`config.mk`:
```
export PLATFORM = sky130hd
export DESIGN_NAME = quoted_argument_tokenizer
export DESIGN_NICKNAME = d
export VERILOG_FILES = /design/src/rtl/qat_pkg.sv /design/src/rtl/qat_parse.sv /design/src/rtl/quoted_argument_tokenizer.sv
export SDC_FILE = /design/constraint.sdc
export NUM_CORES = 1
export LEC_CHECK = 0
export ABC_AREA = 1
export BUFFER_PORTS_ARGS = -buffer_cell sky130_fd_sc_hd__buf_4
export CAP_MARGIN = 20
export CELL_PAD_IN_SITES_DETAIL_PLACEMENT = 2
export CELL_PAD_IN_SITES_GLOBAL_PLACEMENT = 2
export CORE_MARGIN = 5
export CORE_UTILIZATION = 30
export CTS_CLUSTER_DIAMETER = 200
export DETAILED_ROUTE_END_ITERATION = 10
export MAX_ROUTING_LAYER = met4
export PLACE_DENSITY = 0.8
export REMOVE_ABC_BUFFERS = 1
export SYNTH_ARGS = -nofsm -noshare
export SYNTH_HDL_FRONTEND = slang
export SYNTH_SLANG_ARGS = --single-unit
export TNS_END_PERCENT = 5
```
`constraint.sdc`:
```
create_clock -name aclk -period 2.4 [get_ports aclk]
set_input_delay 0.36 -clock aclk [delete_from_list [all_inputs] [get_ports aclk]]
set_output_delay 0.36 -clock aclk [all_outputs]
set_load 0.005 [all_outputs]
```
`src/rtl/qat_pkg.sv`:
```
`timescale 1ns / 1ps

package qat_pkg;

    localparam int ByteW = 8;
    localparam int CountW = 8;

    localparam logic [ByteW-1:0] CH_NUL    = 8'h00;
    localparam logic [ByteW-1:0] CH_DQUOTE = 8'h22;
    localparam logic [ByteW-1:0] CH_SQUOTE = 8'h27;
    localparam logic [ByteW-1:0] CH_BSLASH = 8'h5C;
    localparam logic [ByteW-1:0] CH_TAB    = 8'h09;
    localparam logic [ByteW-1:0] CH_LF     = 8'h0A;
    localparam logic [ByteW-1:0] CH_CR     = 8'h0D;
    localparam logic [ByteW-1:0] CH_SPACE  = 8'h20;
    localparam logic [ByteW-1:0] CH_LOW_N  = 8'h6E;
    localparam logic [ByteW-1:0] CH_LOW_R  = 8'h72;
    localparam logic [ByteW-1:0] CH_LOW_T  = 8'h74;

    localparam logic [CountW-1:0] MAX_ARGS_RESET = 8'd64;

    typedef enum logic [3:0] {
        MODE_SEARCH = 4'b0001,
        MODE_PLAIN  = 4'b0010,
        MODE_DOUBLE = 4'b0100,
        MODE_SINGLE = 4'b1000
    } mode_t;

    typedef struct packed {
        mode_t             mode;
        logic              esc;
        logic [CountW-1:0] count;
        logic              ovf;
    } parse_state_t;

    typedef struct packed {
        logic              starts_arg;
        logic              has_byte;
        logic [ByteW-1:0]  out_byte;
        logic              ends_arg;
        logic [CountW-1:0] arg_number;
        logic              done_res;
        logic              overflow;
    } result_t;

    function automatic logic [ByteW-1:0] map_escape(input logic [ByteW-1:0] c);
        logic [ByteW-1:0] r;
        r = c;
        if (c == CH_LOW_N) r = CH_LF;
        else if (c == CH_LOW_R) r = CH_CR;
        else if (c == CH_LOW_T) r = CH_TAB;
        return r;
    endfunction

    function automatic logic is_blank(input logic [ByteW-1:0] c);
        return (c == CH_SPACE) || (c == CH_TAB) || (c == CH_LF) || (c == CH_CR);
    endfunction

endpackage

```
`src/rtl/qat_parse.sv`:
```
`timescale 1ns / 1ps

module qat_parse (
    input  logic [7:0]            ch,
    input  logic [7:0]            max_args,
    input  qat_pkg::parse_state_t cur,
    output logic                  emit,
    output qat_pkg::result_t      res,
    output qat_pkg::parse_state_t nxt
);
    import qat_pkg::*;

    logic             start, keep, fin, done, ovf_now, opens;
    logic [ByteW-1:0] kbyte;
    mode_t            next_mode;

    always_comb begin
        start     = 1'b0;
        keep      = 1'b0;
        fin       = 1'b0;
        done      = 1'b0;
        ovf_now   = 1'b0;
        opens     = 1'b0;
        kbyte     = '0;
        next_mode = cur.mode;
        nxt       = cur;

        if (ch == CH_NUL) begin
            done = 1'b1;
            fin  = (cur.mode != MODE_SEARCH);
        end else if (cur.ovf) begin
            // rest of the string is dropped quietly
        end else if (cur.esc) begin
            nxt.esc = 1'b0;
            keep    = 1'b1;
            kbyte   = map_escape(ch);
        end else begin
            if (ch == CH_SQUOTE || ch == CH_DQUOTE) begin
                unique case (cur.mode)
                    MODE_SEARCH: begin
                        opens     = 1'b1;
                        next_mode = (ch == CH_SQUOTE) ? MODE_SINGLE : MODE_DOUBLE;
                    end
                    MODE_PLAIN: begin
                        next_mode = (ch == CH_SQUOTE) ? MODE_SINGLE : MODE_DOUBLE;
                    end
                    MODE_SINGLE: begin
                        if (ch == CH_SQUOTE) next_mode = MODE_PLAIN;
                        else begin
                            keep  = 1'b1;
                            kbyte = ch;
                        end
                    end
                    MODE_DOUBLE: begin
                        if (ch == CH_DQUOTE) next_mode = MODE_PLAIN;
                        else begin
                            keep  = 1'b1;
                            kbyte = ch;
                        end
                    end
                    default: ;
                endcase
            end else if (is_blank(ch)) begin
                if (cur.mode == MODE_PLAIN) begin
                    fin       = 1'b1;
                    next_mode = MODE_SEARCH;
                end else if (cur.mode != MODE_SEARCH) begin
                    keep  = 1'b1;
                    kbyte = ch;
                end
            end else if (ch == CH_BSLASH) begin
                if (cur.mode == MODE_SEARCH) begin
                    opens     = 1'b1;
                    next_mode = MODE_PLAIN;
                end
            end else begin
                if (cur.mode == MODE_SEARCH) begin
                    opens     = 1'b1;
                    next_mode = MODE_PLAIN;
                end
                keep  = 1'b1;
                kbyte = ch;
            end

            if (opens && (cur.count >= max_args)) begin
                nxt.ovf = 1'b1;
                ovf_now = 1'b1;
                keep    = 1'b0;
            end else begin
                if (opens) begin
                    start     = 1'b1;
                    nxt.count = cur.count + CountW'(1);
                end
                nxt.mode = next_mode;
                if (ch == CH_BSLASH) nxt.esc = 1'b1;
            end
        end

        emit = start | keep | fin | done | ovf_now;

        res.starts_arg = start;
        res.has_byte   = keep;
        res.out_byte   = keep ? kbyte : '0;
        res.ends_arg   = fin;
        res.arg_number = nxt.count;
        res.done_res   = done;
        res.overflow   = nxt.ovf;

        if (done) begin
            nxt.mode  = MODE_SEARCH;
            nxt.esc   = 1'b0;
            nxt.count = '0;
            nxt.ovf   = 1'b0;
        end
    end

endmodule

```
`src/rtl/quoted_argument_tokenizer.sv`:
```
`timescale 1ns / 1ps

// A byte in the input register is decoded and its result registered onto m_* when the
// result slot is empty or being drained; quiet bytes give no transaction.
// Throughput: one byte per cycle while m_tready is high; a result held by a low
// m_tready stalls s_tready as soon as the input register is also full.
// Reset (aresetn low, synchronous): search mode, no escape, zero words,
// overflow cleared, max_args back to 64, both registers empty.
module quoted_argument_tokenizer (
    input  logic        aclk,
    input  logic        aresetn,
    input  logic        s_tvalid,
    output logic        s_tready,
    input  logic [7:0]  s_tdata,   // [7:0] ch
    output logic        m_tvalid,
    input  logic        m_tready,
    output logic [15:0] m_tdata,   // [7:0] out_byte, [15:8] arg_number
    output logic [3:0]  m_tuser,   // [0] starts_arg, [1] has_byte, [2] ends_arg, [3] overflow
    output logic        m_tlast,   // done_res
    input  logic        cfg_valid,
    output logic        cfg_ready,
    input  logic [7:0]  cfg_data   // max_args
);
    import qat_pkg::*;

    logic         in_valid_reg;
    logic [7:0]   in_ch_reg;
    parse_state_t st_reg, st_next;
    logic         out_valid_reg;
    result_t      out_res_reg;
    logic [7:0]   max_args_reg;

    logic    adv;
    logic    emit;
    result_t res;

    qat_parse u_parse (
        .ch       (in_ch_reg),
        .max_args (max_args_reg),
        .cur      (st_reg),
        .emit     (emit),
        .res      (res),
        .nxt      (st_next)
    );

    // held byte moves on when the result slot is empty or being drained
    assign adv       = in_valid_reg && (!out_valid_reg || m_tready);
    assign s_tready  = !in_valid_reg || adv;
    assign cfg_ready = 1'b1;

    always_ff @(posedge aclk) begin
        if (!aresetn) begin
            in_valid_reg  <= 1'b0;
            out_valid_reg <= 1'b0;
            st_reg.mode   <= MODE_SEARCH;
            st_reg.esc    <= 1'b0;
            st_reg.count  <= '0;
            st_reg.ovf    <= 1'b0;
            max_args_reg  <= MAX_ARGS_RESET;
        end else begin
            if (s_tready) in_valid_reg <= s_tvalid;
            if (adv) begin
                st_reg        <= st_next;
                out_valid_reg <= emit;
            end else if (m_tready) begin
                out_valid_reg <= 1'b0;
            end
            if (cfg_valid) max_args_reg <= cfg_data;
        end
    end

    always_ff @(posedge aclk) begin
        if (s_tready && s_tvalid) in_ch_reg <= s_tdata;
        if (adv && emit) out_res_reg <= res;
    end

    assign m_tvalid = out_valid_reg;
    assign m_tdata  = {out_res_reg.arg_number, out_res_reg.out_byte};
    assign m_tuser  = {out_res_reg.overflow, out_res_reg.ends_arg,
                       out_res_reg.has_byte, out_res_reg.starts_arg};
    assign m_tlast  = out_res_reg.done_res;

    a_done_clears: assert property (@(posedge aclk) disable iff (!aresetn)
        (adv && in_ch_reg == CH_NUL) |=>
            (st_reg.mode == MODE_SEARCH && st_reg.count == '0 && !st_reg.ovf && !st_reg.esc))
        else $error("string end did not clear parser state");

    a_esc_in_word: assert property (@(posedge aclk) disable iff (!aresetn)
        st_reg.esc |-> (st_reg.mode != MODE_SEARCH))
        else $error("escape pending outside a word");

    a_no_start_after_ovf: assert property (@(posedge aclk) disable iff (!aresetn)
        (m_tvalid && m_tuser[0]) |-> !m_tuser[3])
        else $error("word started after overflow");

    a_byte_zero: assert property (@(posedge aclk) disable iff (!aresetn)
        (m_tvalid && !m_tuser[1]) |-> (m_tdata[7:0] == 8'h00))
        else $error("out_byte nonzero without a kept byte");

    a_quiet_no_emit: assert property (@(posedge aclk) disable iff (!aresetn)
        (adv && !emit) |=> !m_tvalid)
        else $error("quiet byte produced a transaction");

endmodule

```
==> results of run 1 <==
timing repair:
action | CTS | global route
buffers inserted | 0 | 2
setup endpoints to repair | 0 | 24
gates resized for setup | 0 | 13
worst reg2reg max path, delay by kind of cell (launching register included):
family	cells	cell delay (ns)
DFF	1	0.38
adders and majority gates	1	0.31
and+or+nand+nor	8	0.78
buffers and inverters	3	0.33
AOI/OAI and AO/OA	1	0.11
area by class of cell:
type / count / share of cell area (%)
inverters: 59 / 6.23
clock buffers: 5 / 1.93
repair buffers: 53 / 11.6
multi-input cells: 245 / 36.8
clock inverters: 3 / 0.945
flip-flops and latches: 53 / 37.9
well taps: 133 / 4.66
layer usage:
| layer | GRT usage [%] | share of wire (%) | vias to the layer above |
|---|---|---|---|
| met4 | 3.79 | 1.2 | 0 |
| met5 | - | 0 | - |
| met2 | 31.5 | 55 | 36 |
| met3 | 2.55 | 2.4 | 10 |
| li1 | - | - | 1283 |
| met1 | 16.9 | 41 | 1276 |
Yosys cell counts (all sizes together):
cell type and instances:
xor2 1, a31oi 1, nand4 9, o22ai 2, and2 1, nor3 12, a21oi 28, clkbuf 5
conb 1, inv 57, nand2 98, buf 2, o21bai 3, nand3 27, clkinv 2, nor2 35
o21ai 17, dfxtp 24, edfxtp 29, nand2b 1, ha 9
worst min path at each step:
stage | start | end | cells past startpoint
floorplan | max_args_reg[7] | max_args_reg[7] | 2
global placement | st_reg[0] | st_reg[0] | 2
detailed placement | max_args_reg[7] | max_args_reg[7] | 2
CTS | s_tdata[7] | in_ch_reg[7] | 1
global route | s_tdata[1] | in_ch_reg[1] | 1
finish | s_tdata[7] | in_ch_reg[7] | 1
power breakdown:
part	switching [mW]	internal [mW]	leakage, nW
Combinational	0.237	0.144	1.10
Sequential	0.0271	1.02	0.476
Clock	0.347	0.219	0.0511
logic make-up (layout without fill, tap and decap cells):
kind of cell,count (synthesis),count (layout),share of synthesized area [%]
compound gates,51,51,9.76
flops,53,53,46.3
simple gates,183,183,30.2
other cells,1,1,0.128
buf+inv,66,120,9.21
fa+ha+maj,9,9,3.85
xor+xnor,1,1,0.557
==> impl_metrics.csv, run 1 <==
group,metric,value,unit
run,maxCapViolCount,0,
timing,rsz0062_at_grt,"false",
clocking,cts_hold_buf,0,
finish,layout_commonest_cell,"nand2_1",
worst_setup_path,cp_data_required_time,2.44,ns
timing,setup_slack,0.201,ns
finish,antenna_cells,0,
finish,postLayoutCoreUtil,37.1,%
global_routing,grt_pass1_vias,3021,
timing,worst_pin_slew,0.517,ns
worst_setup_path,rrSetupSlack,0.20,ns
logic_synthesis,ys_ff_latch,53,
clocking,clock-root-buffer,"clkbuf_8",
global_routing,grt_pass1_wl,14400,µm
timing,slew_viol_final,0,
logic_synthesis,yosysWarnings,0,
logic_synthesis,seq_area_frac_synth,46.3,%
timing,final-setup-viol-count,0,
floorplanning,num_rows,36,
logic_synthesis,synth.avg_cell_area,8.03,µm²
floorplanning,fp.dieArea,11800,µm²
worst_setup_path,crit_path_start_kind,"register",
timing,fmax,455,MHz
finish,largest_reg_flops,16,
power,peakVddDrop,0.210,mV
clocking,clk_latency,0.32,ns
worst_setup_path,crit_arrival,2.24,ns
finish,final-seq-area,1360,µm²
timing,relSlewSlack,65.5,%
global_routing,grt_max_degree,20,
worst_setup_path,crit_type,"register to register",
floorplanning,fp.coreArea,9640,µm²
timing,period_minus_slack,2.20,ns
placement,portBuffers,43,
worst_setup_path,crit-reg2reg-capture,"m_tdata[7]",
drt,wl_per_cell,15.8,µm
worst_setup_path,crit_chain,"ha_1 > nand2_1 > a21oi_1 > nand2b_1 > inv_1 > nand2_1 > nand2_2 > nor2_2 > nor2_1 > nand2_1 > nand2_1 > inv_2 > buf_8",
timing,fin_setup_tns,0,ns
worst_setup_path,r2r-start,"st_reg[7]",
drt,postRouteAntennaNets,0,
worst_setup_path,crit_top_cell,"nand2_1",
drt,viasPerCell,4.73,
worst_setup_path,critical_path_cell_count,13,
floorplanning,start_util,30.3,%
placement,gp_congestion,0.865,
finish,layout_common_cells,"nand2_1 (90), buf_4 (50), inv_1 (48)",
logic_synthesis,synth_top_area_share,29.8,%
logic_synthesis,synth.distinct_cells,33,
floorplanning,die_w,109,µm
global_routing,grt.overflow.total,0,
worst_setup_path,crit_path_end,"m_tdata[7]",
worst_setup_path,crit_start,"st_reg[7]",
worst_setup_path,cp-end-kind,"register",
logic_synthesis,synth_area_leaders,"edfxtp_1 (30%), dfxtp_1 (16%), nand2_1 (12%)",
logic_synthesis,syn_area,2920,µm²
clocking,cts_tree,"yes",
worst_setup_path,worstRegToRegCells,13,
drt,routed_wl,8690,µm
timing,period_share,91.6,%
clocking,cts_buffers,5,
timing,whs,0.215,ns
drt,vias,2605,
floorplanning,ios,45,
finish,multi_input_area,1320,µm²
worst_setup_path,crit_fanout,11,
worst_setup_path,cp_slowest_cell,"dfxtp_1",
logic_synthesis,synthCells,364,
worst_setup_path,critical-path-top-delay-family,"simple AND/OR/NAND/NOR gates",
clocking,cts_sinks,53,
drt,route.detailed.drc,0,
timing,hold_viol_final,0,
finish,finalNetCount,447,
clocking,clock_path_buffers,2,
drt,drtPass1Iterations,4,
run_status,status,"finished, final reports clean",
placement,placed_area,3420,µm²
power,power,1.99,mW
finish,drive_gt1_share,24.4,%
finish,fin_area,3570,µm²
global_routing,antenna_found_initial,0,
placement,post-place-ws,0.110,ns
clocking,cts_max_level,2,
drt,dr.first_iter.drc_count,61,
placement,hpwl,6720,µm
power,power.density,557,nW/µm²
finish,syn_to_final_growth,22.4,%
placement,place_inst,540,
clocking,clk_pin_slew_worst_paths,0.11,ns
floorplanning,fp.dieH,109,µm
finish,finalNonFillerCells,551,
worst_setup_path,crit_buf_inv,3,
logic_synthesis,synth_top_cell_by_area,"edfxtp_1",
global_routing,grt_usage,16.2,%
power,p_leak,1.63,nW
finish,nFillCells,1155,
timing,clock_skew,0.00716,ns
worst_setup_path,cpPeakStageDelay,0.38,ns
min_path,hold_path_class,"input pin to register",
(Power assumes the default switching activity.)
==> inputs of run 2 (changes only) <==
- ABC_AREA: 1 -> 0
- CORE_UTILIZATION: 30 -> 32
- PLACE_DENSITY: 0.8 -> 0.79
- RECOVER_POWER: not set -> 100
==> run 2 against run 1 <==
Critical endpoint is now m_tuser[0]; non-clock buffer count rose by 64; sequential share of layout area decreased by 6.4 points; register-to-register slack lost 0.49 ns; worst hold slack gained 0.0093 ns; count of clock-buffer cells in the layout unchanged; highest routed layer unchanged; first-iteration DRC count rose to 2.6 times the previous value; sequential power about the same; maximum frequency decreased by 18%; largest cell class is now multi-input gates; the run now ends with negative setup slack left.
==> impl_metrics.csv, run 2 <==
group,metric,value,unit
logic_synthesis,synth.avg_cell_area,9.81,µm²
power,power,2.42,mW
power,power.density,562,nW/µm²
global_routing,grt_usage,22.0,%
clocking,cts_sinks,53,
worst_setup_path,crit_fanout,5,
worst_setup_path,crit_arrival,2.74,ns
run_status,status,"finished with violations",
finish,syn_to_final_growth,45.8,%
finish,antenna_cells,0,
timing,fmax,372,MHz
timing,hold_viol_final,0,
clocking,cts_max_level,2,
clocking,clock_path_buffers,2,
floorplanning,start_util,32.4,%
logic_synthesis,synthCells,301,
timing,clock_skew,0.00918,ns
timing,whs,0.224,ns
timing,relSlewSlack,47.6,%
finish,nFillCells,979,
floorplanning,fp.coreArea,9110,µm²
placement,gp_congestion,0.817,
finish,multi_input_area,1670,µm²
floorplanning,fp.dieH,106,µm
clocking,clock-root-buffer,"clkbuf_8",
logic_synthesis,synth_edf_count,29,
logic_synthesis,synthMostInstantiatedCell,"edfxtp_1",
run,maxCapViolCount,0,
timing,setup_slack,-0.285,ns
drt,postRouteAntennaNets,0,
timing,final-setup-viol-count,48,
timing,period_share,112,%
global_routing,antenna_found_initial,0,
timing,rsz0062_at_grt,"true",
global_routing,grt_pass1_wl,18700,µm
logic_synthesis,yosysWarnings,0,
worst_setup_path,cp_data_required_time,2.45,ns
logic_synthesis,seq_area_frac_synth,45.8,%
worst_setup_path,crit_type,"register to register",
timing,worst_pin_slew,0.786,ns
floorplanning,ios,45,
placement,hpwl,7070,µm
finish,layout_common_cells,"buf_4 (70), edfxtp_1 (29), clkbuf_4 (28)",
logic_synthesis,synth_area_leaders,"edfxtp_1 (29%), dfxtp_1 (16%), ha_1 (3.8%)",
finish,finalNetCount,442,
clocking,clk_latency,0.33,ns
logic_synthesis,synth_top_area_share,29.5,%
placement,post-place-ws,-0.242,ns
finish,postLayoutCoreUtil,47.3,%
clocking,cts_hold_buf,0,
logic_synthesis,synth_flop_cell,"edfxtp_1",
timing,slew_viol_final,0,
worst_setup_path,cp-end-kind,"register",
floorplanning,fp.dieArea,11200,µm²
drt,vias,3037,
drt,route.detailed.drc,0,
clocking,cts_tree,"yes",
worst_setup_path,crit_path_start_kind,"register",
logic_synthesis,syn_area,2950,µm²
min_path,hold_path_class,"input pin to register",
finish,drive_gt1_share,40.2,%
finish,largest_reg_flops,16,
power,p_leak,1.75,nW
global_routing,grt_pass1_vias,3218,
logic_synthesis,synth.distinct_cells,64,
logic_synthesis,synth_top_cell_by_area,"edfxtp_1",
clocking,clk_pin_slew_worst_paths,0.10,ns
global_routing,grt.overflow.total,0,
finish,final-seq-area,1360,µm²
drt,wl_per_cell,25.9,µm
placement,portBuffers,43,
global_routing,grt_max_degree,17,
floorplanning,die_w,106,µm
run_status,violations,"negative setup slack",
timing,period_minus_slack,2.68,ns
drt,drtPass1Iterations,5,
logic_synthesis,synthTopCellsByCount,"edfxtp_1 (29), nand2_1 (27), nor2_1 (26), dfxtp_1 (24), nand3_1 (17)",
power,peakVddDrop,0.533,mV
drt,dr.first_iter.drc_count,157,
finish,layout_commonest_cell,"buf_4",
logic_synthesis,ys_ff_latch,53,
clocking,cts_buffers,5,
drt,viasPerCell,5.80,
floorplanning,num_rows,35,
drt,routed_wl,13500,µm
logic_synthesis,ys_async_sr_fraction,0,%
[run 2: area by class of cell]
cell class | count | share of cell area, %
Multi-Input combinational cell | 222 | 38.8
Sequential cell | 53 | 31.5
Timing Repair Buffer | 117 | 22.2
Tap cell | 111 | 3.23
Clock buffer | 5 | 1.60
Clock inverter | 3 | 1.51
Inverter | 13 | 1.22
[run 2: final timing paths]
check / cells after the start / startpoint / endpoint / slack [ns]
worst max-delay path: 10 / in_ch_reg[0] / m_tuser[0] / -0.28
worst max register to register: 10 / in_ch_reg[0] / m_tuser[0] / -0.28
worst min register to register: 2 / max_args_reg[2] / max_args_reg[2] / 0.52
worst min-delay path: 1 / s_tdata[1] / in_ch_reg[1] / 0.22
[run 2: cells by family (layout without fill, tap and decap cells)]
family,after synthesis,in the layout,synth area share (%)
buf+inv,26,138,4.53
flops,53,53,45.8
xor+xnor,9,9,2.67
fa+ha+maj,9,9,3.81
mux,12,12,4.11
other cells,1,1,0.127
compound gates,65,65,15.9
simple gates,126,126,23.1
[run 2: stage by stage]
stage               cell area, µm²  TNS, ns  cells
global placement              3720    -2.45    490
detailed placement            3720    -6.52    490
floorplan                     2870   -28.25    288
finish                        4310    -8.32    524
global route                  4310    -9.99    524
CTS                           4130   -0.852    514
[run 2: layer usage]
layer	up-vias	track usage (%)	routed length [µm]
met2	113	38.5	6800
li1	1324	-	-
met5	-	-	0
met4	0	7.03	569
met3	52	3.16	542
met1	1548	26.1	5630
[run 2: critical path, stage by stage (launching register included)]
cell	delay (ns)
edfxtp_1	0.52
buf_6	0.17
nor4_4	0.39
buf_4	0.20
a21boi_4	0.06
and2_4	0.17
nand4_1	0.21
o311ai_4	0.17
a31oi_4	0.25
buf_6	0.16
buf_16	0.11
[run 2: what timing repair did]
item	CTS	global route
pin swaps	11	14
cloned	2	0
resized for setup	27	32
buffers inserted	14	12
setup endpoints to repair	51	52
[run 2: power by group]
group	total (mW)	leakage, nW	switching [mW]	internal, mW
registers	1.05	0.474	0.0329	1.02
logic	0.628	1.20	0.318	0.309
clock network	0.742	0.0681	0.328	0.415
